### src/rtl/core/isort_pkg.sv
// Shared types and constants for the insertion sorter.
package isort_pkg;

  localparam int unsigned DataWidth = 32;

  typedef logic signed [DataWidth-1:0] data_t;

  // Batch sequencer states
  typedef enum logic {
    ST_FILL,
    ST_DRAIN
  } state_t;

  // Per-cycle command broadcast to every cell of the chain
  typedef struct packed {
    logic insert;  // place the broadcast value in sorted position
    logic shift;   // move every entry one place toward cell 0
  } cell_ctrl_t;

endpackage

### src/rtl/core/isort_in_if.sv
// Input request channel: one value per request, with end-of-batch mark.
interface isort_in_if
  import isort_pkg::*;
();
  logic  valid;
  logic  ready;
  data_t value;
  logic  last;

  modport source (output valid, output value, output last, input ready);
  modport sink   (input valid, input value, input last, output ready);
endinterface

### src/rtl/core/isort_out_if.sv
// Output request channel: sorted values with final and dropped flags.
interface isort_out_if
  import isort_pkg::*;
();
  logic  valid;
  logic  ready;
  data_t sorted_value;
  logic  final_res;
  logic  dropped;

  modport source (output valid, output sorted_value, output final_res, output dropped,
                  input ready);
  modport sink   (input valid, input sorted_value, input final_res, input dropped,
                  output ready);
endinterface

### src/rtl/core/isort_cell.sv
// One compare-and-shift cell of the sorting chain.
module isort_cell
  import isort_pkg::*;
(
  input  logic       clk,
  input  logic       rst,
  input  cell_ctrl_t ctrl,
  input  data_t      new_value,
  // neighbor below (toward cell 0)
  input  logic       prev_gt,
  input  logic       prev_valid,
  input  data_t      prev_value,
  // neighbor above
  input  logic       next_valid,
  input  data_t      next_value,
  output logic       gt,
  output logic       valid,
  output data_t      value
);

  logic take_prev;
  logic take_new;

  // Strict compare keeps equal values in arrival order
  assign gt        = valid && (value > new_value);
  assign take_prev = prev_gt;
  assign take_new  = !prev_gt && (gt || !valid);

  // Occupancy
  always_ff @(posedge clk) begin
    if (rst) begin
      valid <= 1'b0;
    end else if (ctrl.shift) begin
      valid <= next_valid;
    end else if (ctrl.insert) begin
      valid <= valid | prev_valid;
    end
  end

  // Stored entry
  always_ff @(posedge clk) begin
    if (ctrl.shift) begin
      value <= next_value;
    end else if (ctrl.insert) begin
      if (take_prev) begin
        value <= prev_value;
      end else if (take_new) begin
        value <= new_value;
      end
    end
  end

endmodule

### src/rtl/core/insertion_sorter.sv
// Insertion sorter top level: cell chain, batch sequencer and output register.
//
//   channel | dir | payload                             | ends batch
//   din     | in  | value, last                         | last = 1
//   dout    | out | sorted_value, final_res, dropped    | final_res = 1
//
// Fill: one value per cycle; each cell compares against the broadcast value and
// shifts up in the same cycle, so values may arrive back to back.
// Drain: after the last request, stored values leave one per cycle from cell 0 as
// the chain shifts down while dout accepts; din.ready is low during the drain.
// A stalled dout holds the drain; the next batch is taken while the final result waits.
// Synchronous reset empties the chain; no clearing pass is needed.
module insertion_sorter
  import isort_pkg::*;
#(
  parameter int unsigned CAPACITY = 16
) (
  input logic         clk,
  input logic         rst,
  isort_in_if.sink    din,
  isort_out_if.source dout
);

  state_t                state;
  state_t                state_next;
  cell_ctrl_t            ctrl;
  logic                  in_accept;
  logic                  full;
  logic                  load;
  logic                  overflow;
  logic                  overflow_next;
  logic                  out_valid;
  logic                  out_valid_next;
  data_t                 out_value;
  logic                  out_final;
  logic                  out_dropped;
  logic [CAPACITY-1:0]   gt_vec;
  logic [CAPACITY-1:0]   valid_vec;
  logic [CAPACITY-1:0]   therm_chk;
  data_t                 val_arr [CAPACITY];

  // Cell chain
  for (genvar i = 0; i < CAPACITY; i++) begin : g_cell
    logic  p_gt;
    logic  p_valid;
    data_t p_value;
    logic  n_valid;
    data_t n_value;

    if (i == 0) begin : g_bottom
      assign p_gt    = 1'b0;
      assign p_valid = 1'b1;
      assign p_value = '0;
    end else begin : g_mid_lo
      assign p_gt    = gt_vec[i-1];
      assign p_valid = valid_vec[i-1];
      assign p_value = val_arr[i-1];
    end

    if (i == CAPACITY - 1) begin : g_top
      assign n_valid = 1'b0;
      assign n_value = '0;
    end else begin : g_mid_hi
      assign n_valid = valid_vec[i+1];
      assign n_value = val_arr[i+1];
    end

    isort_cell u_cell (
      .clk        (clk),
      .rst        (rst),
      .ctrl       (ctrl),
      .new_value  (din.value),
      .prev_gt    (p_gt),
      .prev_valid (p_valid),
      .prev_value (p_value),
      .next_valid (n_valid),
      .next_value (n_value),
      .gt         (gt_vec[i]),
      .valid      (valid_vec[i]),
      .value      (val_arr[i])
    );
  end

  assign full      = valid_vec[CAPACITY-1];
  assign din.ready = (state == ST_FILL);
  assign in_accept = din.valid && din.ready;
  assign load      = (state == ST_DRAIN) && (!out_valid || dout.ready);

  // Sequencer next state and cell commands
  always_comb begin
    state_next    = state;
    ctrl.insert   = 1'b0;
    ctrl.shift    = 1'b0;
    overflow_next = overflow;
    case (state)
      ST_FILL: begin
        if (in_accept) begin
          ctrl.insert   = !full;
          overflow_next = overflow | full;
          if (din.last) begin
            state_next = ST_DRAIN;
          end
        end
      end
      ST_DRAIN: begin
        if (load) begin
          ctrl.shift = 1'b1;
          if (!valid_vec[1]) begin
            state_next    = ST_FILL;
            overflow_next = 1'b0;
          end
        end
      end
      default: begin
        state_next = ST_FILL;
      end
    endcase
  end

  always_ff @(posedge clk) begin
    if (rst) begin
      state    <= ST_FILL;
      overflow <= 1'b0;
    end else begin
      state    <= state_next;
      overflow <= overflow_next;
    end
  end

  // Output register
  always_comb begin
    if (load) begin
      out_valid_next = 1'b1;
    end else if (dout.ready) begin
      out_valid_next = 1'b0;
    end else begin
      out_valid_next = out_valid;
    end
  end

  always_ff @(posedge clk) begin
    if (rst) begin
      out_valid <= 1'b0;
    end else begin
      out_valid <= out_valid_next;
    end
  end

  always_ff @(posedge clk) begin
    if (load) begin
      out_value   <= val_arr[0];
      out_final   <= !valid_vec[1];
      out_dropped <= overflow;
    end
  end

  assign dout.valid        = out_valid;
  assign dout.sorted_value = out_value;
  assign dout.final_res    = out_final;
  assign dout.dropped      = out_dropped;

  // Occupied cells must form a contiguous run from cell 0
  assign therm_chk = valid_vec & (valid_vec + CAPACITY'(1));

  a_therm: assert property (@(posedge clk) disable iff (rst) therm_chk == '0)
    else $error("cell chain occupancy not contiguous");

  a_drain_nonempty: assert property (@(posedge clk) disable iff (rst)
    state == ST_DRAIN |-> valid_vec[0])
    else $error("drain with empty chain");

  a_last_drains: assert property (@(posedge clk) disable iff (rst)
    in_accept && din.last |=> state == ST_DRAIN)
    else $error("end of batch did not start drain");

  a_final_clears: assert property (@(posedge clk) disable iff (rst)
    load && !valid_vec[1] |=> valid_vec == '0 && !overflow && state == ST_FILL)
    else $error("batch not cleared after final result");

endmodule
### src/flat_wrapper.sv
// flat-port wrapper written by rule: the top's interface ports become plain ports
module insertion_sorter_flat import isort_pkg::*;
#(
  parameter int unsigned CAPACITY = 16
)
  (clk, rst, din_valid, din_value, din_last, din_ready, dout_valid, dout_sorted_value, dout_final_res, dout_dropped, dout_ready);
  isort_in_if din_i ();
  isort_out_if dout_i ();
  input logic clk;
  input logic rst;
  input wire logic [$bits(din_i.valid)-1:0] din_valid;
  input wire logic [$bits(din_i.value)-1:0] din_value;
  input wire logic [$bits(din_i.last)-1:0] din_last;
  output wire logic [$bits(din_i.ready)-1:0] din_ready;
  output wire logic [$bits(dout_i.valid)-1:0] dout_valid;
  output wire logic [$bits(dout_i.sorted_value)-1:0] dout_sorted_value;
  output wire logic [$bits(dout_i.final_res)-1:0] dout_final_res;
  output wire logic [$bits(dout_i.dropped)-1:0] dout_dropped;
  input wire logic [$bits(dout_i.ready)-1:0] dout_ready;
  assign din_i.valid = din_valid;
  assign din_i.value = din_value;
  assign din_i.last = din_last;
  assign din_ready = din_i.ready;
  assign dout_valid = dout_i.valid;
  assign dout_sorted_value = dout_i.sorted_value;
  assign dout_final_res = dout_i.final_res;
  assign dout_dropped = dout_i.dropped;
  assign dout_i.ready = dout_ready;
  insertion_sorter #(.CAPACITY(CAPACITY)) u_core (.clk(clk), .rst(rst), .din(din_i), .dout(dout_i));
endmodule
### config.mk
export PLATFORM = sky130hd
export DESIGN_NAME = insertion_sorter_flat
export DESIGN_NICKNAME = d
export VERILOG_FILES = /design/src/rtl/core/isort_pkg.sv /design/src/rtl/core/isort_in_if.sv /design/src/rtl/core/isort_out_if.sv /design/src/rtl/core/isort_cell.sv /design/src/rtl/core/insertion_sorter.sv /design/src/flat_wrapper.sv
export SDC_FILE = /design/constraint.sdc
export NUM_CORES = 2
export LEC_CHECK = 0
export BUFFER_PORTS_ARGS = -buffer_cell sky130_fd_sc_hd__buf_2
export CORE_MARGIN = 5
export CORE_UTILIZATION = 45
export CTS_BUF_LIST = sky130_fd_sc_hd__clkbuf_2
export DETAILED_ROUTE_END_ITERATION = 16
export SKIP_LAST_GASP = 1
export SLEW_MARGIN = 20
export SYNTH_ARGS = -nofsm -noshare
export SYNTH_HDL_FRONTEND = slang
export SYNTH_HIERARCHICAL = 1
export SYNTH_SLANG_ARGS = --single-unit
### constraint.sdc
create_clock -name clk -period 9.6 [get_ports clk]
set_input_delay 0.96 -clock clk [delete_from_list [all_inputs] [get_ports clk]]
set_output_delay 0.96 -clock clk [all_outputs]
set_load 0.1 [all_outputs]
# Word-level counts from Yosys, hierarchy flattened
# Index checks and enable logic that the tools add are counted.
# op_classes
n_addsub	0
shifts	0
bitwise_logic	17
muxes	106
n_div	0
mul	0
eq_ne	3
magnitude_cmp	16
reduce_logical	118
# op_table
cell	n
2-to-1 mux 32 bit	61
> comparator 32 bit	16
2-to-1 mux 1 bit	43
nonzero test 3 bit	14
logical AND 1 bit	33
zero test 1 bit	32
AND reduction 2 bit	16
logical OR 1 bit	17
OR 1 bit	16
nonzero test 2 bit	4
inequality test 2 bit (second input constant)	3
one-hot mux 1 bit (2 select lines)	2
AND reduction 3 bit	1
OR reduction 2 bit	1
inverter 1 bit	1
# totals
n_memories	0
rom_bits	0
register_bits	565
wordCells	298
latch_bits	0
inputBits	37
mem_bits_rw	0
out_inout_bits	36

# Depth between registers and ports, before layout
# logic_depth
ltp_word	8
depth_mapped	13
depth_no_buf	12

# By module
# The synthesis kept the hierarchy.
# by_module_without_submodules
mod	seq_area_each_um2	cells_per_inst	n_inst	area_per_inst_um2
isort_cell	980.9	268	16	2522.4
insertion_sorter	1081.0	51	1	1166.1

# Worst setup path after synthesis
# Ideal clock, no wire load.
# synth_timing
path_type	input-to-reg
from	input dout_ready
to	register u_core.g_cell[0].u_cell.value[0], enable pin
setup_time_ps	394
slack_ps	4650
cell_stages	6
arrival_time_ps	4556
cell_sequence	nand2b_1 and2_1 nor2_1 and3b_1 nand2_1 nand3_1
# synth_rtl
element	line	text
start: declaration	flat_wrapper.sv:19	input wire logic [$bits(dout_i.ready)-1:0] dout_ready;
end signal: assignment	isort_cell.sv:43	value <= next_value;
end signal: assignment	isort_cell.sv:46	value <= prev_value;
end signal: assignment	isort_cell.sv:48	value <= new_value;
end: declaration	isort_cell.sv:18	output data_t value

# Worst setup path in the final report
# layout_timing
from	input din_value[0]
to	register u_core.g_cell[15].u_cell.value[17], enable pin
# layout_via
elab_chain_cells	6
# layout_lines
element	line	text
start: declaration	flat_wrapper.sv:12	input wire logic [$bits(din_i.value)-1:0] din_value;
> comparator 32 bit *	isort_cell.sv:25	assign gt = valid && (value > new_value);
logical AND 1 bit *	isort_cell.sv:25	
net u_core.g_cell[15].p_gt	insertion_sorter.sv:44	logic p_gt;
zero test 1 bit	isort_cell.sv:27	assign take_new = !prev_gt && (gt || !valid);
logical AND 1 bit	isort_cell.sv:27	
nonzero test 2 bit (no line) *	-	
AND reduction 2 bit (no line) *	-	
end signal: assignment	isort_cell.sv:43	
end signal: assignment	isort_cell.sv:46	
end signal: assignment	isort_cell.sv:48	
end: declaration	isort_cell.sv:18	
# Mark *: on every way through the listed nets, which the timed path passes. The rest lies on a longest branch.
# A chain may end at the register's enable or synchronous reset.

==> impl_results.html <==
<table>
<tr><th>Metric</th><th>Value</th></tr>
<tr><th colspan="2">Status</th></tr>
<tr><td>Outcome</td><td>finished clean</td></tr>
<tr><th colspan="2">Route</th></tr>
<tr><td>Iter 0 DRT Violations</td><td>roughly 2,000</td></tr>
<tr><td>DRC violations left</td><td>0</td></tr>
<tr><td>Detailed-routing iteration count for the pre-antenna-repair pass</td><td>5</td></tr>
<tr><td>Routed Antenna Nets</td><td>0</td></tr>
<tr><td>Total vias in the final route</td><td>between 30,000 and 40,000</td></tr>
<tr><td>Avg WL per Cell</td><td>roughly 17 um</td></tr>
<tr><td>Final routed wirelength across all metal layers</td><td>roughly 100,000 um</td></tr>
<tr><td>DR vias/cell</td><td>5.39</td></tr>
<tr><th colspan="2">Floorplan</th></tr>
<tr><td>Starting Density</td><td>45.3%</td></tr>
<tr><td>Die Area</td><td>a little under 0.1 mm2</td></tr>
<tr><td>Placement Rows</td><td>111</td></tr>
<tr><td>Chip Height</td><td>roughly 310 um</td></tr>
<tr><td>I/O pin total</td><td>73</td></tr>
<tr><td>Core outline area</td><td>between 0.09 and 0.1 mm2</td></tr>
<tr><td>Die Span X</td><td>roughly 310 um</td></tr>
<tr><th colspan="2">Power</th></tr>
<tr><td>Leakage</td><td>18.4 nW</td></tr>
<tr><td>Worst VDD drop</td><td>roughly 97 uV</td></tr>
<tr><td>Total power divided by cell area</td><td>approximately 170 mW/mm2</td></tr>
<tr><th colspan="2">Clock network</th></tr>
<tr><td>Clock tree from TritonCTS</td><td>yes</td></tr>
<tr><td>H-Tree Level Count</td><td>4</td></tr>
<tr><td>CTS Buf Count</td><td>164</td></tr>
<tr><td>Skew-Pair Late Insertion Delay</td><td>1.33 ns</td></tr>
<tr><td>Worst-path clk slew</td><td>between 0.1 and 0.15 ns</td></tr>
<tr><td>Clock sink total</td><td>around 570</td></tr>
<tr><td>Clock Tree Root</td><td>sky130_fd_sc_hd__clkbuf_2</td></tr>
<tr><td>Post-CTS setup-driven buffer insertion count</td><td>0</td></tr>
<tr><td>Buffer levels on the longest clock path</td><td>3</td></tr>
<tr><th colspan="2">STA</th></tr>
<tr><td>Number of max-slew violations in the final report</td><td>0</td></tr>
<tr><td>Crit share post-route</td><td>between 40 and 50%</td></tr>
<tr><td>Setup repair after global routing missed its margin</td><td>false</td></tr>
<tr><td>Final worst slack</td><td>5.04 ns</td></tr>
<tr><td>Sum Neg Setup Slack</td><td>0 ns</td></tr>
<tr><td>Worst Max-Slew Pin Slew</td><td>1.05 ns</td></tr>
<tr><td>Hold Fails Final Rpt</td><td>0</td></tr>
<tr><td>Max transition margin</td><td>~30%</td></tr>
<tr><td>Clock skew</td><td>0.0755 ns</td></tr>
<tr><td>Final Critical Period</td><td>4.56 ns</td></tr>
<tr><td>Fmax</td><td>about 220 MHz</td></tr>
<tr><td>Setup-failing EPs final</td><td>0</td></tr>
<tr><th colspan="2">Synth</th></tr>
<tr><td>Post-Syn Instances</td><td>roughly 4,300</td></tr>
<tr><td>Combined area of all synthesized cells</td><td>between 0.04 and 0.05 mm2</td></tr>
<tr><td>Yosys warning count</td><td>6</td></tr>
<tr><td>Post-Syn Area per Cell</td><td>approximately 9.6 um2</td></tr>
<tr><th colspan="2">Critical path</th></tr>
<tr><td>Worst flop-to-flop path endpoint</td><td>u_core/g_cell[2].u_cell/value[14]$_DFFE_PP_</td></tr>
<tr><td>Crit start category</td><td>input port</td></tr>
<tr><td>Max Fanout on Critical Path</td><td>33</td></tr>
<tr><td>Category of the worst setup path capture point</td><td>flop</td></tr>
<tr><td>Setup slack, reg-to-reg</td><td>between 5 and 6 ns</td></tr>
<tr><td>Required time of the worst setup path</td><td>10.57 ns</td></tr>
<tr><td>Arrival time worst endpoint</td><td>~5.5 ns</td></tr>
<tr><td>R2r worst-path depth</td><td>12</td></tr>
<tr><td>Critical Setup Path Class</td><td>in -&gt; reg</td></tr>
<tr><td>Startpoint of the most critical register-to-register path</td><td>u_core/g_cell[1].u_cell/value[31]$_DFFE_PP_</td></tr>
<tr><th colspan="2">Worst hold path</th></tr>
<tr><td>Worst hold path startpoint</td><td>din_value[1]</td></tr>
<tr><td>Tightest Hold Check Type</td><td>in -&gt; reg</td></tr>
<tr><td>End point of the worst hold path</td><td>u_core/g_cell[0].u_cell/value[1]$_DFFE_PP_</td></tr>
<tr><td>Worst hold stages</td><td>4</td></tr>
<tr><th colspan="2">Placement</th></tr>
<tr><td>Post-detail-place hpwl</td><td>about 75,000 um</td></tr>
<tr><td>Placed cell count</td><td>5,560</td></tr>
<tr><td>RD Place Congestion</td><td>0.852</td></tr>
<tr><td>Setup Slack @ Placement</td><td>a little over 4 ns</td></tr>
<tr><td>Count of buffers from port buffering</td><td>72</td></tr>
<tr><th colspan="2">GRT</th></tr>
<tr><td>First-pass GRT wire length</td><td>between 150,000 and 200,000 um</td></tr>
<tr><td>Largest net degree at the start of global routing</td><td>243</td></tr>
<tr><td>Number of global-route vias before repair</td><td>between 30,000 and 40,000</td></tr>
<tr><td>GRT Resource Usage Total</td><td>20.0%</td></tr>
<tr><td>Leftover overflow at the end of global routing</td><td>0</td></tr>
<tr><td>Initial antenna violation count</td><td>2</td></tr>
<tr><th colspan="2">Finish</th></tr>
<tr><td>Layout area overhead</td><td>9.00%</td></tr>
<tr><td>Final design utilization</td><td>between 40% and 50%</td></tr>
<tr><td>Final layout net count</td><td>5,097</td></tr>
<tr><td>Fraction of layout cells with a size suffix above 1</td><td>10.3%</td></tr>
<tr><td>Fill cell total of the finished layout</td><td>between 8,000 and 9,000</td></tr>
<tr><td>Final non-filler cell total</td><td>5,865</td></tr>
<tr><th colspan="2">Flow run</th></tr>
<tr><td>Number of max-cap violations</td><td>0</td></tr>
</table>
[report_power, final]
group	leakage, nW	internal [W]	total (W)	switching (W)
registers	5.60	0.00338	0.00382	0.000444
logic	11.6	0.000718	0.00202	0.00130
clock network	1.17	0.000779	0.00185	0.00108
[cell usage in the layout (no fill, tap or decap), types with 32 or more instances in the layout]
cell	count
sky130_fd_sc_hd__conb_1	67
sky130_fd_sc_hd__mux2i_1	512
sky130_fd_sc_hd__inv_1	530
sky130_fd_sc_hd__buf_4	76
sky130_fd_sc_hd__edfxtp_1	546
sky130_fd_sc_hd__clkbuf_2	255
sky130_fd_sc_hd__nand4_1	128
sky130_fd_sc_hd__o21ai_0	560
sky130_fd_sc_hd__nor2_1	112
sky130_fd_sc_hd__nand2_1	640
sky130_fd_sc_hd__buf_2	72
sky130_fd_sc_hd__nand3_1	64
sky130_fd_sc_hd__o211ai_1	32
sky130_fd_sc_hd__a21oi_1	258
sky130_fd_sc_hd__ha_1	512
[flip-flops by register name, indices dropped and copies added (netlist names)]
signal / cells
u_core/g_cell.u_cell/value: 512
u_core/dout.sorted_value: 32
u_core/g_cell.u_cell/valid: 16
u_core/dout.dropped: 1
u_core/dout.final_res: 1
u_core/dout.valid: 1
u_core/overflow: 1
u_core/state: 1
[worst max-delay path, stage by stage]
cell and delay (ns):
sky130_fd_sc_hd__dlygate4sd3_1 0.53, sky130_fd_sc_hd__buf_2 0.16, sky130_fd_sc_hd__buf_4 0.26, sky130_fd_sc_hd__ha_1 0.25
sky130_fd_sc_hd__nor2b_1 0.11, sky130_fd_sc_hd__o211ai_1 0.11, sky130_fd_sc_hd__a2111oi_0 0.69, sky130_fd_sc_hd__o31a_1 0.33
sky130_fd_sc_hd__o2111ai_2 0.16, sky130_fd_sc_hd__o41ai_4 0.09, sky130_fd_sc_hd__buf_4 0.54, sky130_fd_sc_hd__nor2_1 0.10
sky130_fd_sc_hd__a21oi_1 0.16, sky130_fd_sc_hd__a21oi_1 0.05, sky130_fd_sc_hd__nand3_1 0.58, sky130_fd_sc_hd__buf_4 0.37
[worst max path at each step]
stage,start,to,cells after the start
2_1_floorplan,dout_ready,u_core/g_cell[0].u_cell/value[0]$_DFFE_PP_,6
3_3_place_gp,din_value[31],u_core/g_cell[2].u_cell/value[6]$_DFFE_PP_,15
3_5_place_dp,din_value[31],u_core/g_cell[2].u_cell/value[7]$_DFFE_PP_,15
4_1_cts,u_core/g_cell[1].u_cell/value[31]$_DFFE_PP_,u_core/g_cell[2].u_cell/value[14]$_DFFE_PP_,12
5_1_grt,u_core/g_cell[1].u_cell/value[31]$_DFFE_PP_,u_core/g_cell[2].u_cell/value[14]$_DFFE_PP_,12
6_report,din_value[0],u_core/g_cell[15].u_cell/value[17]$_DFFE_PP_,16
[area by class of cell]
| cell class | instances | area (um2) | share of cell area [%] |
|---|---|---|---|
| Clock buffer | 255 | 1280 | 2.82 |
| Clock inverter | 39 | 235 | 0.520 |
| Tap cell | 1186 | 1480 | 3.28 |
| Inverter | 530 | 1990 | 4.40 |
| Timing Repair Buffer | 157 | 1030 | 2.28 |
| Antenna cell | 3 | 7.51 | 0.0166 |
| Sequential cell | 565 | 16800 | 37.1 |
| Multi-Input combinational cell | 3130 | 22400 | 49.6 |
[per-layer routing]
layer	up-vias	share of wire [%]	routed length, um	GRT usage (%)
li1	16100	-	-	-
met1	14700	48	48000	27.0
met2	605	46	46300	33.2
met3	176	3.8	3800	2.90
met4	0	2.7	2740	6.93
met5	-	0	0	0
[what timing repair did]
item                      4_1_cts  5_1_grt
hold buffers                    8        0
hold endpoints to repair       22        0
gates resized for setup         0        0
[through the flow]
step	hold WS (ns)	cell area (um2)	total power [W]
2_1_floorplan	0.408	41700	0.00516
5_1_grt	0.226	45200	0.00827
6_report	0.356	45200	0.00770
3_3_place_gp	0.416	43600	0.00583
4_1_cts	0.130	45200	0.00781
3_5_place_dp	0.415	43600	0.00591
(Power assumes the default switching activity.)
